===== src/bca_pkg.sv =====
`timescale 1ns / 1ps

package bca_pkg;

  // Pixel and register widths
  localparam int CH_W       = 8;
  localparam int ADJ_W      = 9;
  localparam int FRAC_BITS  = 16;
  localparam int FACTOR_W   = 24;
  localparam int CFG_IDX_W  = 2;
  localparam int CFG_DATA_W = ADJ_W;

  // Contrast math widths: (c-128) is 9 bits signed, F is 24 bits unsigned
  localparam int PROD_W     = 34;

  // Register indexes
  localparam logic [CFG_IDX_W-1:0] REG_MODE   = 2'd0;
  localparam logic [CFG_IDX_W-1:0] REG_ADJUST = 2'd1;

  // Mode codes
  localparam logic MODE_BRIGHT   = 1'b0;
  localparam logic MODE_CONTRAST = 1'b1;

  // Levels and constants of the factor formula
  localparam logic [CH_W-1:0]     MAX_LEVEL = 8'd255;
  localparam logic signed [8:0]   MID_LEVEL = 9'sd128;
  localparam logic signed [PROD_W-1:0] MID_Q = 34'sd8388608;  // 128 in Q.16
  localparam logic [FACTOR_W-1:0] ONE_Q     = 24'h010000;
  localparam logic [8:0]          K_NUM     = 9'd259;
  localparam logic [7:0]          K_DEN     = 8'd255;

  // Divider: numerator 34 bits, quotient known to fit in 24 bits
  localparam int NUM_W   = 34;
  localparam int DEN_W   = 17;
  localparam int STEPS   = FACTOR_W;
  localparam int CNT_W   = $clog2(STEPS);

  typedef enum logic {
    DIV_IDLE,
    DIV_RUN
  } div_state_t;

  // Divider status toward the top level
  typedef struct packed {
    logic                busy;
    logic [FACTOR_W-1:0] factor;
  } div_stat_t;

  // Settings shared by the three channel lanes
  typedef struct packed {
    logic                    mode;
    logic signed [ADJ_W-1:0] adjust;
    logic [FACTOR_W-1:0]     factor;
  } lane_cfg_t;

endpackage


===== src/bca_factor_div.sv =====
`timescale 1ns / 1ps

module bca_factor_div
  import bca_pkg::*;
(
  input  logic                    clk,
  input  logic                    rst_n,
  input  logic                    start,
  input  logic signed [ADJ_W-1:0] adjust,
  output div_stat_t               stat
);

  div_state_t          state_r, state_nxt;
  logic [CNT_W-1:0]    cnt_r, cnt_nxt;
  logic [DEN_W-1:0]    den_r, den_nxt;
  logic [DEN_W-1:0]    rem_r, rem_nxt;
  logic [FACTOR_W-1:0] shreg_r, shreg_nxt;   // numerator bits in, quotient bits out
  logic [FACTOR_W-1:0] factor_r, factor_nxt;

  // Setup terms of F = 259(a+255) * 2^16 / (255(259-a))
  logic signed [ADJ_W:0] a_sum;
  logic [ADJ_W:0]        a_diff;
  logic [17:0]           num_hi;
  logic [NUM_W-1:0]      num;
  logic [DEN_W-1:0]      den_new;

  // One restoring step
  logic [DEN_W:0]        trial;
  logic                  fits;

  assign a_sum   = $signed({adjust[ADJ_W-1], adjust}) + 10'sd255;
  assign a_diff  = 10'(K_NUM) - 10'($signed({adjust[ADJ_W-1], adjust}));
  assign num_hi  = 18'(K_NUM) * 18'(a_sum[8:0]);
  assign num     = {num_hi, {FRAC_BITS{1'b0}}};
  assign den_new = DEN_W'(K_DEN) * DEN_W'(a_diff);

  assign trial = {rem_r, shreg_r[FACTOR_W-1]};
  assign fits  = (trial >= {1'b0, den_r});

  always_ff @(posedge clk) begin
    if (!rst_n) begin
      state_r  <= DIV_IDLE;
      cnt_r    <= '0;
      factor_r <= ONE_Q;
    end else begin
      state_r  <= state_nxt;
      cnt_r    <= cnt_nxt;
      factor_r <= factor_nxt;
    end
    den_r   <= den_nxt;
    rem_r   <= rem_nxt;
    shreg_r <= shreg_nxt;
  end

  always_comb begin
    state_nxt  = state_r;
    cnt_nxt    = cnt_r;
    den_nxt    = den_r;
    rem_nxt    = rem_r;
    shreg_nxt  = shreg_r;
    factor_nxt = factor_r;

    unique case (state_r)
      DIV_IDLE: ;
      DIV_RUN: begin
        rem_nxt   = fits ? DEN_W'(trial - {1'b0, den_r}) : trial[DEN_W-1:0];
        shreg_nxt = {shreg_r[FACTOR_W-2:0], fits};
        cnt_nxt   = cnt_r - 1'b1;
        if (cnt_r == '0) begin
          state_nxt  = DIV_IDLE;
          factor_nxt = {shreg_r[FACTOR_W-2:0], fits};
        end
      end
      default: state_nxt = DIV_IDLE;
    endcase

    // A new adjust value restarts the division
    if (start) begin
      if (a_sum < 0) begin
        // negative factor saturates to zero
        state_nxt  = DIV_IDLE;
        factor_nxt = '0;
      end else begin
        state_nxt = DIV_RUN;
        cnt_nxt   = CNT_W'(STEPS - 1);
        den_nxt   = den_new;
        // top bits are below the divisor since the quotient fits 24 bits
        rem_nxt   = DEN_W'(num[NUM_W-1:FACTOR_W]);
        shreg_nxt = num[FACTOR_W-1:0];
      end
    end
  end

  assign stat.busy   = (state_r == DIV_RUN);
  assign stat.factor = factor_r;

endmodule


===== src/bca_lane.sv =====
`timescale 1ns / 1ps

module bca_lane
  import bca_pkg::*;
(
  input  lane_cfg_t       cfg,
  input  logic [CH_W-1:0] c_in,
  output logic [CH_W-1:0] c_out
);

  logic signed [ADJ_W:0]    bsum;
  logic signed [8:0]        dc;
  logic signed [FACTOR_W:0] fs;
  logic signed [PROD_W-1:0] prod;
  logic signed [PROD_W-1:0] t;
  logic [CH_W-1:0]          bright;
  logic [CH_W-1:0]          contr;

  // Brightness: add offset, saturate
  assign bsum = $signed({2'b00, c_in}) + $signed({cfg.adjust[ADJ_W-1], cfg.adjust});

  always_comb begin
    if (bsum < 0)
      bright = '0;
    else if (bsum > $signed({2'b00, MAX_LEVEL}))
      bright = MAX_LEVEL;
    else
      bright = bsum[CH_W-1:0];
  end

  // Contrast: (c-128)*F + 128, floor, saturate
  assign dc   = $signed({1'b0, c_in}) - MID_LEVEL;
  assign fs   = $signed({1'b0, cfg.factor});
  assign prod = PROD_W'(dc) * PROD_W'(fs);
  assign t    = prod + MID_Q;

  always_comb begin
    if (t[PROD_W-1])
      contr = '0;
    else if (t[PROD_W-2:FRAC_BITS+CH_W] != '0)
      contr = MAX_LEVEL;
    else
      contr = t[FRAC_BITS+CH_W-1:FRAC_BITS];
  end

  assign c_out = (cfg.mode == MODE_CONTRAST) ? contr : bright;

endmodule


===== src/rgb_brightness_contrast_adjust.sv =====
`timescale 1ns / 1ps
// Channel  Ports                                   Moves
// in       in_valid/in_ready, in_{red,green,blue}_in    one RGB888 pixel
// out      out_valid/out_ready, out_{red,green,blue}_out one adjusted pixel
// cfg      cfg_we, cfg_index, cfg_wdata            mode / adjust register write
//
// One pixel per clock when out_ready is high and the divider is idle.
// Path: input register, result register. Writing adjust runs a restoring
// divider for the contrast factor, with in_ready low; adjust -256 zeroes it.
// Reset (synchronous, rst_n low) gives mode brightness, adjust 0, factor 1.0.
// Stalls on out_ready back up through both registers without losing an item.

module rgb_brightness_contrast_adjust
  import bca_pkg::*;
(
  input  logic                  clk,
  input  logic                  rst_n,
  input  logic                  in_valid,
  output logic                  in_ready,
  input  logic [CH_W-1:0]       in_red_in,
  input  logic [CH_W-1:0]       in_green_in,
  input  logic [CH_W-1:0]       in_blue_in,
  output logic                  out_valid,
  input  logic                  out_ready,
  output logic [CH_W-1:0]       out_red_out,
  output logic [CH_W-1:0]       out_green_out,
  output logic [CH_W-1:0]       out_blue_out,
  input  logic                  cfg_we,
  input  logic [CFG_IDX_W-1:0]  cfg_index,
  input  logic [CFG_DATA_W-1:0] cfg_wdata
);

  logic                    mode_r, mode_nxt;
  logic signed [ADJ_W-1:0] adjust_r, adjust_nxt;
  logic                    div_start;
  div_stat_t               div_stat;
  lane_cfg_t               lane_cfg;

  logic                    s1_valid_r;
  logic [CH_W-1:0]         s1_red_r, s1_green_r, s1_blue_r;
  logic                    s1_go;
  logic                    out_valid_r;
  logic [CH_W-1:0]         out_red_r, out_green_r, out_blue_r;
  logic [CH_W-1:0]         red_adj, green_adj, blue_adj;

  // Register writes
  always_comb begin
    mode_nxt   = mode_r;
    adjust_nxt = adjust_r;
    div_start  = 1'b0;
    if (cfg_we) begin
      unique case (cfg_index)
        REG_MODE:   mode_nxt = cfg_wdata[0];
        REG_ADJUST: begin
          adjust_nxt = $signed(cfg_wdata[ADJ_W-1:0]);
          div_start  = 1'b1;
        end
        default: ;
      endcase
    end
  end

  always_ff @(posedge clk) begin
    if (!rst_n) begin
      mode_r   <= MODE_BRIGHT;
      adjust_r <= '0;
    end else begin
      mode_r   <= mode_nxt;
      adjust_r <= adjust_nxt;
    end
  end

  // Contrast factor
  bca_factor_div u_div (
    .clk    (clk),
    .rst_n  (rst_n),
    .start  (div_start),
    .adjust (adjust_nxt),
    .stat   (div_stat)
  );

  assign lane_cfg.mode   = mode_r;
  assign lane_cfg.adjust = adjust_r;
  assign lane_cfg.factor = div_stat.factor;

  // Handshake: stage 1 moves when the result register is free or drained
  assign s1_go    = !out_valid_r || out_ready;
  assign in_ready = !div_stat.busy && (!s1_valid_r || s1_go);

  // Input register
  always_ff @(posedge clk) begin
    if (!rst_n)
      s1_valid_r <= 1'b0;
    else if (in_ready)
      s1_valid_r <= in_valid;
    else if (s1_go)
      s1_valid_r <= 1'b0;
    if (in_ready && in_valid) begin
      s1_red_r   <= in_red_in;
      s1_green_r <= in_green_in;
      s1_blue_r  <= in_blue_in;
    end
  end

  // Channel lanes
  bca_lane u_red   (.cfg(lane_cfg), .c_in(s1_red_r),   .c_out(red_adj));
  bca_lane u_green (.cfg(lane_cfg), .c_in(s1_green_r), .c_out(green_adj));
  bca_lane u_blue  (.cfg(lane_cfg), .c_in(s1_blue_r),  .c_out(blue_adj));

  // Result register
  always_ff @(posedge clk) begin
    if (!rst_n)
      out_valid_r <= 1'b0;
    else if (s1_go)
      out_valid_r <= s1_valid_r;
    if (s1_go && s1_valid_r) begin
      out_red_r   <= red_adj;
      out_green_r <= green_adj;
      out_blue_r  <= blue_adj;
    end
  end

  assign out_valid     = out_valid_r;
  assign out_red_out   = out_red_r;
  assign out_green_out = out_green_r;
  assign out_blue_out  = out_blue_r;

  // Checks
  a_neg_factor: assert property (@(posedge clk) disable iff (!rst_n)
    (cfg_we && cfg_index == REG_ADJUST && cfg_wdata == 9'h100)
      |=> (div_stat.factor == '0 && !div_stat.busy))
    else $error("factor not cleared for adjust -256");

  a_div_runs: assert property (@(posedge clk) disable iff (!rst_n)
    (cfg_we && cfg_index == REG_ADJUST && cfg_wdata != 9'h100) |=> div_stat.busy)
    else $error("divider did not start on adjust write");

  a_s1_hold: assert property (@(posedge clk) disable iff (!rst_n)
    (s1_valid_r && !s1_go) |=> (s1_valid_r && $stable(s1_red_r)
      && $stable(s1_green_r) && $stable(s1_blue_r)))
    else $error("stalled input register lost its item");

  a_take: assert property (@(posedge clk) disable iff (!rst_n)
    (in_valid && in_ready) |=> s1_valid_r)
    else $error("accepted item not held in input register");

endmodule

===== config.mk =====
export PLATFORM = sky130hd
export DESIGN_NAME = rgb_brightness_contrast_adjust
export DESIGN_NICKNAME = d
export VERILOG_FILES = /design/src/bca_pkg.sv /design/src/bca_factor_div.sv /design/src/bca_lane.sv /design/src/rgb_brightness_contrast_adjust.sv
export SDC_FILE = /design/constraint.sdc
export NUM_CORES = 2
export LEC_CHECK = 0
export BUFFER_PORTS_ARGS = -buffer_cell sky130_fd_sc_hd__buf_2
export CELL_PAD_IN_SITES_DETAIL_PLACEMENT = 0
export CELL_PAD_IN_SITES_GLOBAL_PLACEMENT = 2
export CORE_MARGIN = 2
export CORE_UTILIZATION = 40
export DETAILED_ROUTE_END_ITERATION = 10
export PLACE_DENSITY = 0.82
export SLEW_MARGIN = 10
export SYNTH_ARGS = -nofsm -noshare
export SYNTH_HDL_FRONTEND = slang
export SYNTH_SLANG_ARGS = --single-unit

===== constraint.sdc =====
create_clock -name clk -period 12.35 [get_ports clk]
set_input_delay 1.8525 -clock clk [delete_from_list [all_inputs] [get_ports clk]]
set_output_delay 1.8525 -clock clk [all_outputs]
set_load 0.05 [all_outputs]

; Word level (Yosys, flattened, before mapping)
; Cells that the tools add are included.
[word_totals]
register_bits = 148
input_bits = 40
out_inout_bits = 26
word_cells = 99
[classes]
n_addsub = 13
multipliers = 5
n_lt_le_gt_ge = 8
eq_ne = 1
mux = 39
n_bitwise = 1
n_reduce_logical = 16
[ops]
columns = cell, n
row1 = $mux W24, 7
row2 = $mux W8, 15
row3 = $add A34 B25 Y34 const B, 3
row4 = $mul A9 B25 Y34, 3
row5 = $mux W17, 4
row6 = $lt A10 B1 Y1 const B, 4
row7 = $add A9 B9 Y10, 3
row8 = $gt A10 B9 Y1 const B, 3
row9 = $reduce_bool A9 Y1, 3
row10 = $sub A8 B8 Y9 const B, 3
row11 = $ge A18 B17 Y1, 1
row12 = $mul A9 B9 Y18 const A, 1
row13 = $mux W9, 2
row14 = $mul A8 B10 Y17 const A, 1
row15 = $sub A17 B17 Y17, 1
row16 = $mux W5, 3
row17 = $add A9 B9 Y10 const B, 1
row18 = $sub A9 B10 Y10 const A, 1
row19 = $mux W1, 8
row20 = $logic_not A5 Y1, 1
row21 = $sub A5 B1 Y5 const B, 1
row22 = $reduce_and A2 Y1, 2
row23 = $logic_and A1 B1 Y1, 3
row24 = $logic_not A1 Y1, 3
row25 = other kinds (5), 6

; Logic depth before layout (Yosys ltp)
[depth]
word_depth = 7
ltp_mapped = 25
depth_no_buf = 24

; Hierarchy
; From an unflattened synthesis, not the netlist that was laid out.
[hier_totals]
cells_unflattened = 3472
hier_area_um2 = 31371.3
[modules_own_cells]
columns = module, instances, cells_each, area_per_inst_um2, seq_area_each_um2
row1 = bca_lane at u_green, 1, 866, 7455.9, 0.0
row2 = bca_lane at u_blue, 1, 836, 7373.3, 0.0
row3 = bca_lane at u_red, 1, 857, 7372.1, 0.0
row4 = bca_factor_div, 1, 801, 7093.1, 1931.9
row5 = rgb_brightness_contrast_adjust, 1, 112, 2077.0, 1681.6

; Worst setup path after synthesis
; Ideal clock, no wire load.
[synth_timing]
kind = input-to-reg
startpoint = input cfg_index[1]
endpoint = register u_div.den_r[16], data pin
setup_time_ns = 0.260
arrival_ns = 7.416
required_ns = 12.090
path_slack_ns = 4.674
stages = 23
path_buffers = 1
path_cell_list = nand3b_1 clkbuf_1 mux2_2 clkinv_1 ha_1 and3_1 nand3_1 xor2_1 inv_1 fa_1 inv_1 fa_1 fa_1 inv_1 fa_1 ha_1 and3_1 a21oi_1 o21ai_0 o41ai_1 o21bai_1 a21oi_1 xnor2_1
[synth_between]
elab_chain_len = 5
[synth_rtl]
columns = element, line_no
row1 = from (decl), rgb_brightness_contrast_adjust.sv:29  ; input logic [CFG_IDX_W-1:0] cfg_index,
row2 = $eq A2 B1 Y1, rgb_brightness_contrast_adjust.sv:52  ; unique case (cfg_index)
row3 = $mux W9, rgb_brightness_contrast_adjust.sv:52
row4 = $mux W9, rgb_brightness_contrast_adjust.sv:51  ; if (cfg_we) begin
row5 = via adjust_nxt[2], rgb_brightness_contrast_adjust.sv:34  ; logic signed [ADJ_W-1:0] adjust_r, adjust_nxt;
row6 = $sub A9 B10 Y10, bca_factor_div.sv:32  ; assign a_diff = 10'(K_NUM) - 10'($signed({adjust[ADJ_W-1], adjust}));
row7 = $mul A8 B10 Y17, bca_factor_div.sv:35  ; assign den_new = DEN_W'(K_DEN) * DEN_W'(a_diff);
row8 = via u_div.den_new[16], bca_factor_div.sv:25  ; logic [DEN_W-1:0] den_new;
row9 = to (signal assigned), bca_factor_div.sv:50  ; den_r <= den_nxt;
row10 = to (decl), bca_factor_div.sv:15  ; logic [DEN_W-1:0] den_r, den_nxt;
; The timed path passes the listed nets, and every way through them passes these cells.
; A chain may end at the register's enable or synchronous reset.

; Worst setup path after layout
; Same ends and word-level chain as after synthesis.

==> metrics.txt <==
Slew Limit Headroom=0.245; post-synth top area cell=fa_1; final hold vios=0; Hold/Removal Path Class=reg2reg; Core Area=74200 µm²; via count=22200; pwr/cell area=119 nW/µm²; RSZ-0062 raised after global routing=false; DRC viols=0; WS Path Type=in2reg; Synth area leaders=fa_1 (34%), ha_1 (15%), edfxtp_1 (6.5%), inv_1 (6.2%), and2_1 (5.9%); Post-DP HPWL=60400 µm; clock slew at reported path FFs=80 ps; fraction of registers with async set/reset=0; reg2reg start=s1_red_r[6]; Final min period=between 8000 and 9000 ps; PortBufs=65; largest net degree at the start of global routing=65; gpl congestion=0.853; Warnings, synthesis=0; Total Routing Usage GR=0.217; First-pass DRT Iterations=5; postcts setup bufs=0; Via-to-Cell Ratio=~5.2; Seq pwr share=0.191; Slew @ Worst Pin=roughly 1100 ps; top cell type's share of synthesized area=0.340; Clock Power Share=0.150; status=finished clean; IO Pins=66; sequential fraction of the synthesis area=0.121; sw frac=0.472; Final Slew Violations=0; Final setup violation count=0; CTS sink count=148; Final Cycle Share=0.660; Num CTS Buffers=17; die area=~77000 µm²; overall die width=277 µm; Power Total=0.00379 W; switching power=0.00179 W; Setup Skew=18.2 ps; post_cts resized=0; Cell Area, Synth=29900 µm²; logic gate share of total power=0.659; WL/cell=18.8 µm; # hold bufs at CTS=0; Worst setup SP type=primary input; layout cells sized above 1=0.0572; number of global-route vias before repair=24400; crit path from=cfg_index[1]; count of different cell masters after synthesis=74; WL final=between 70000 and 80000 µm; CTS tree=yes; CTS root buffer=clkbuf_16; worst vdd ir=roughly 0.32 mV; critical-path maximum fanout=13; Die Span Y=277 µm; Initial Utilization=0.403; Mapped Nets=4166; most frequent cells in the layout=fa_1 (507), inv_1 (490), nand2_1 (355); remaining antenna violation count=0; initial drt markers=905; Seq cells post-synth=148; Final TNS setup=0 ps; GR Util met3=0.0259; leading register cell type out of synthesis=dfxtp_1; clock latency on the worst-skew pair=500 ps; Max Clock Freq=123 MHz; Worst Hold Launch=u_div.factor_r[22]; Layout Nets=4151; syn_area_per_cell=9.14 µm²; global routing usage on met2=0.381; crit end category=flop; initial antenna violation count=0; first-pass GRT wire length=132000 µm; EDFF count, synth=65; grt met1 use=0.278; commonest non-fill, non-tap cell in the layout=fa_1; total grt overflow=0; H-tree level count=4; Area growth syn-to-layout=6.70%; max cap viols=0; Synth Instances=3269; internal power=around 0.0020 W; Row Count=100; CP required=12600 ps; Max clock buf depth=2; gr busiest metal=met2; Leak Pwr=15.9 nW; CP arrival=between 8000 and 9000 ps
## per-stage QoR
stage,cell area [µm²],utilization,cells,worst slack (ps),hold WS [ps]
floorplan,29900,-,3269,4670,440
global placement,31300,0.421,4204,3910,443
detailed placement,31300,0.421,4204,3710,448
CTS,31900,0.430,4236,4250,458
global route,31900,0.430,4236,3750,482
finish,31900,0.430,4239,4200,457
## registers in the layout (all words and copies together) (netlist names)
name / flops
s1_red_r: 8
u_div.factor_r: 24
u_div.rem_r: 17
u_div.cnt_r: 5
out_green_out: 8
s1_valid_r: 1
mode_r: 1
adjust_r: 9
u_div.den_r: 17
u_div.state_r: 1
out_valid: 1
out_red_out: 8
out_blue_out: 8
s1_blue_r: 8
u_div.shreg_r: 24
s1_green_r: 8
## per-layer routing
metal  up-vias  part of all wire
li1      10400                 -
met3       107             0.031
met1     11400              0.44
met5         -                 0
met4         0             0.026
met2       354              0.50
## path summary, 6_finish.rpt
path                                           end  depth (start not counted)  slack, ps
worst min-delay path            u_div.factor_r[22]                          2        460
worst max-delay path               u_div.den_r[16]                         23       4200
worst min register to register  u_div.factor_r[22]                          2        460
worst max register to register      out_red_out[5]                         20       5100
## power groups by stage
stage / Combinational, W / Sequential (W) / Clock, W
final: 0.00250 / 0.000724 / 0.000568
after global routing: 0.00287 / 0.000731 / 0.000598
after CTS: 0.00253 / 0.000724 / 0.000584
after detailed placement: 0.00250 / 0.000734 / 0
after global placement: 0.00247 / 0.000735 / 0
after floorplan: 0.00193 / 0.000733 / 0
## Yosys cell counts, drive strengths merged (26+ instances only)
| master | instances |
|---|---|
| a21oi | 135 |
| ha | 350 |
| o21ai | 100 |
| xnor2 | 71 |
| dfxtp | 83 |
| clkbuf | 150 |
| a21o | 55 |
| edfxtp | 65 |
| mux2i | 45 |
| xor2 | 40 |
| nand3 | 26 |
| nor2 | 164 |
| nor2b | 83 |
| and2 | 282 |
| nand2 | 355 |
| fa | 507 |
| inv | 490 |
| nor3 | 34 |
## layout make-up
cell class,count,area [µm²]
Multi-Input combinational cell,2473,23800
Sequential cell,148,3620
Antenna cell,3,7.51
Fill cell,7311,42300
Tap cell,969,1210
Timing Repair Buffer,121,746
Inverter,493,1850
Clock buffer,17,425
Clock inverter,15,176
## cell families after synthesis
group | synth area share
XOR/XNOR | 0.0325
AO/OA/AOI/OAI | 0.0882
AND/OR/NAND/NOR | 0.175
multiplexers | 0.0158
adder cells (fa/ha/maj) | 0.486
buffers and inverters | 0.0815
flip-flops | 0.121
## worst max-delay path, stage by stage
cell	delay, ps
buf_2	100
nand3b_1	600
mux2_2	490
clkinv_1	260
ha_1	330
and3_1	200
nand3_1	110
xor2_1	440
inv_1	250
fa_1	590
inv_1	60
fa_1	460
fa_1	520
inv_1	50
fa_1	430
ha_1	360
and3_1	170
a21oi_1	100
o21ai_0	150
o41ai_1	500
o21bai_1	120
a21oi_1	190
xnor2_1	70
(Power assumes the default switching activity.)
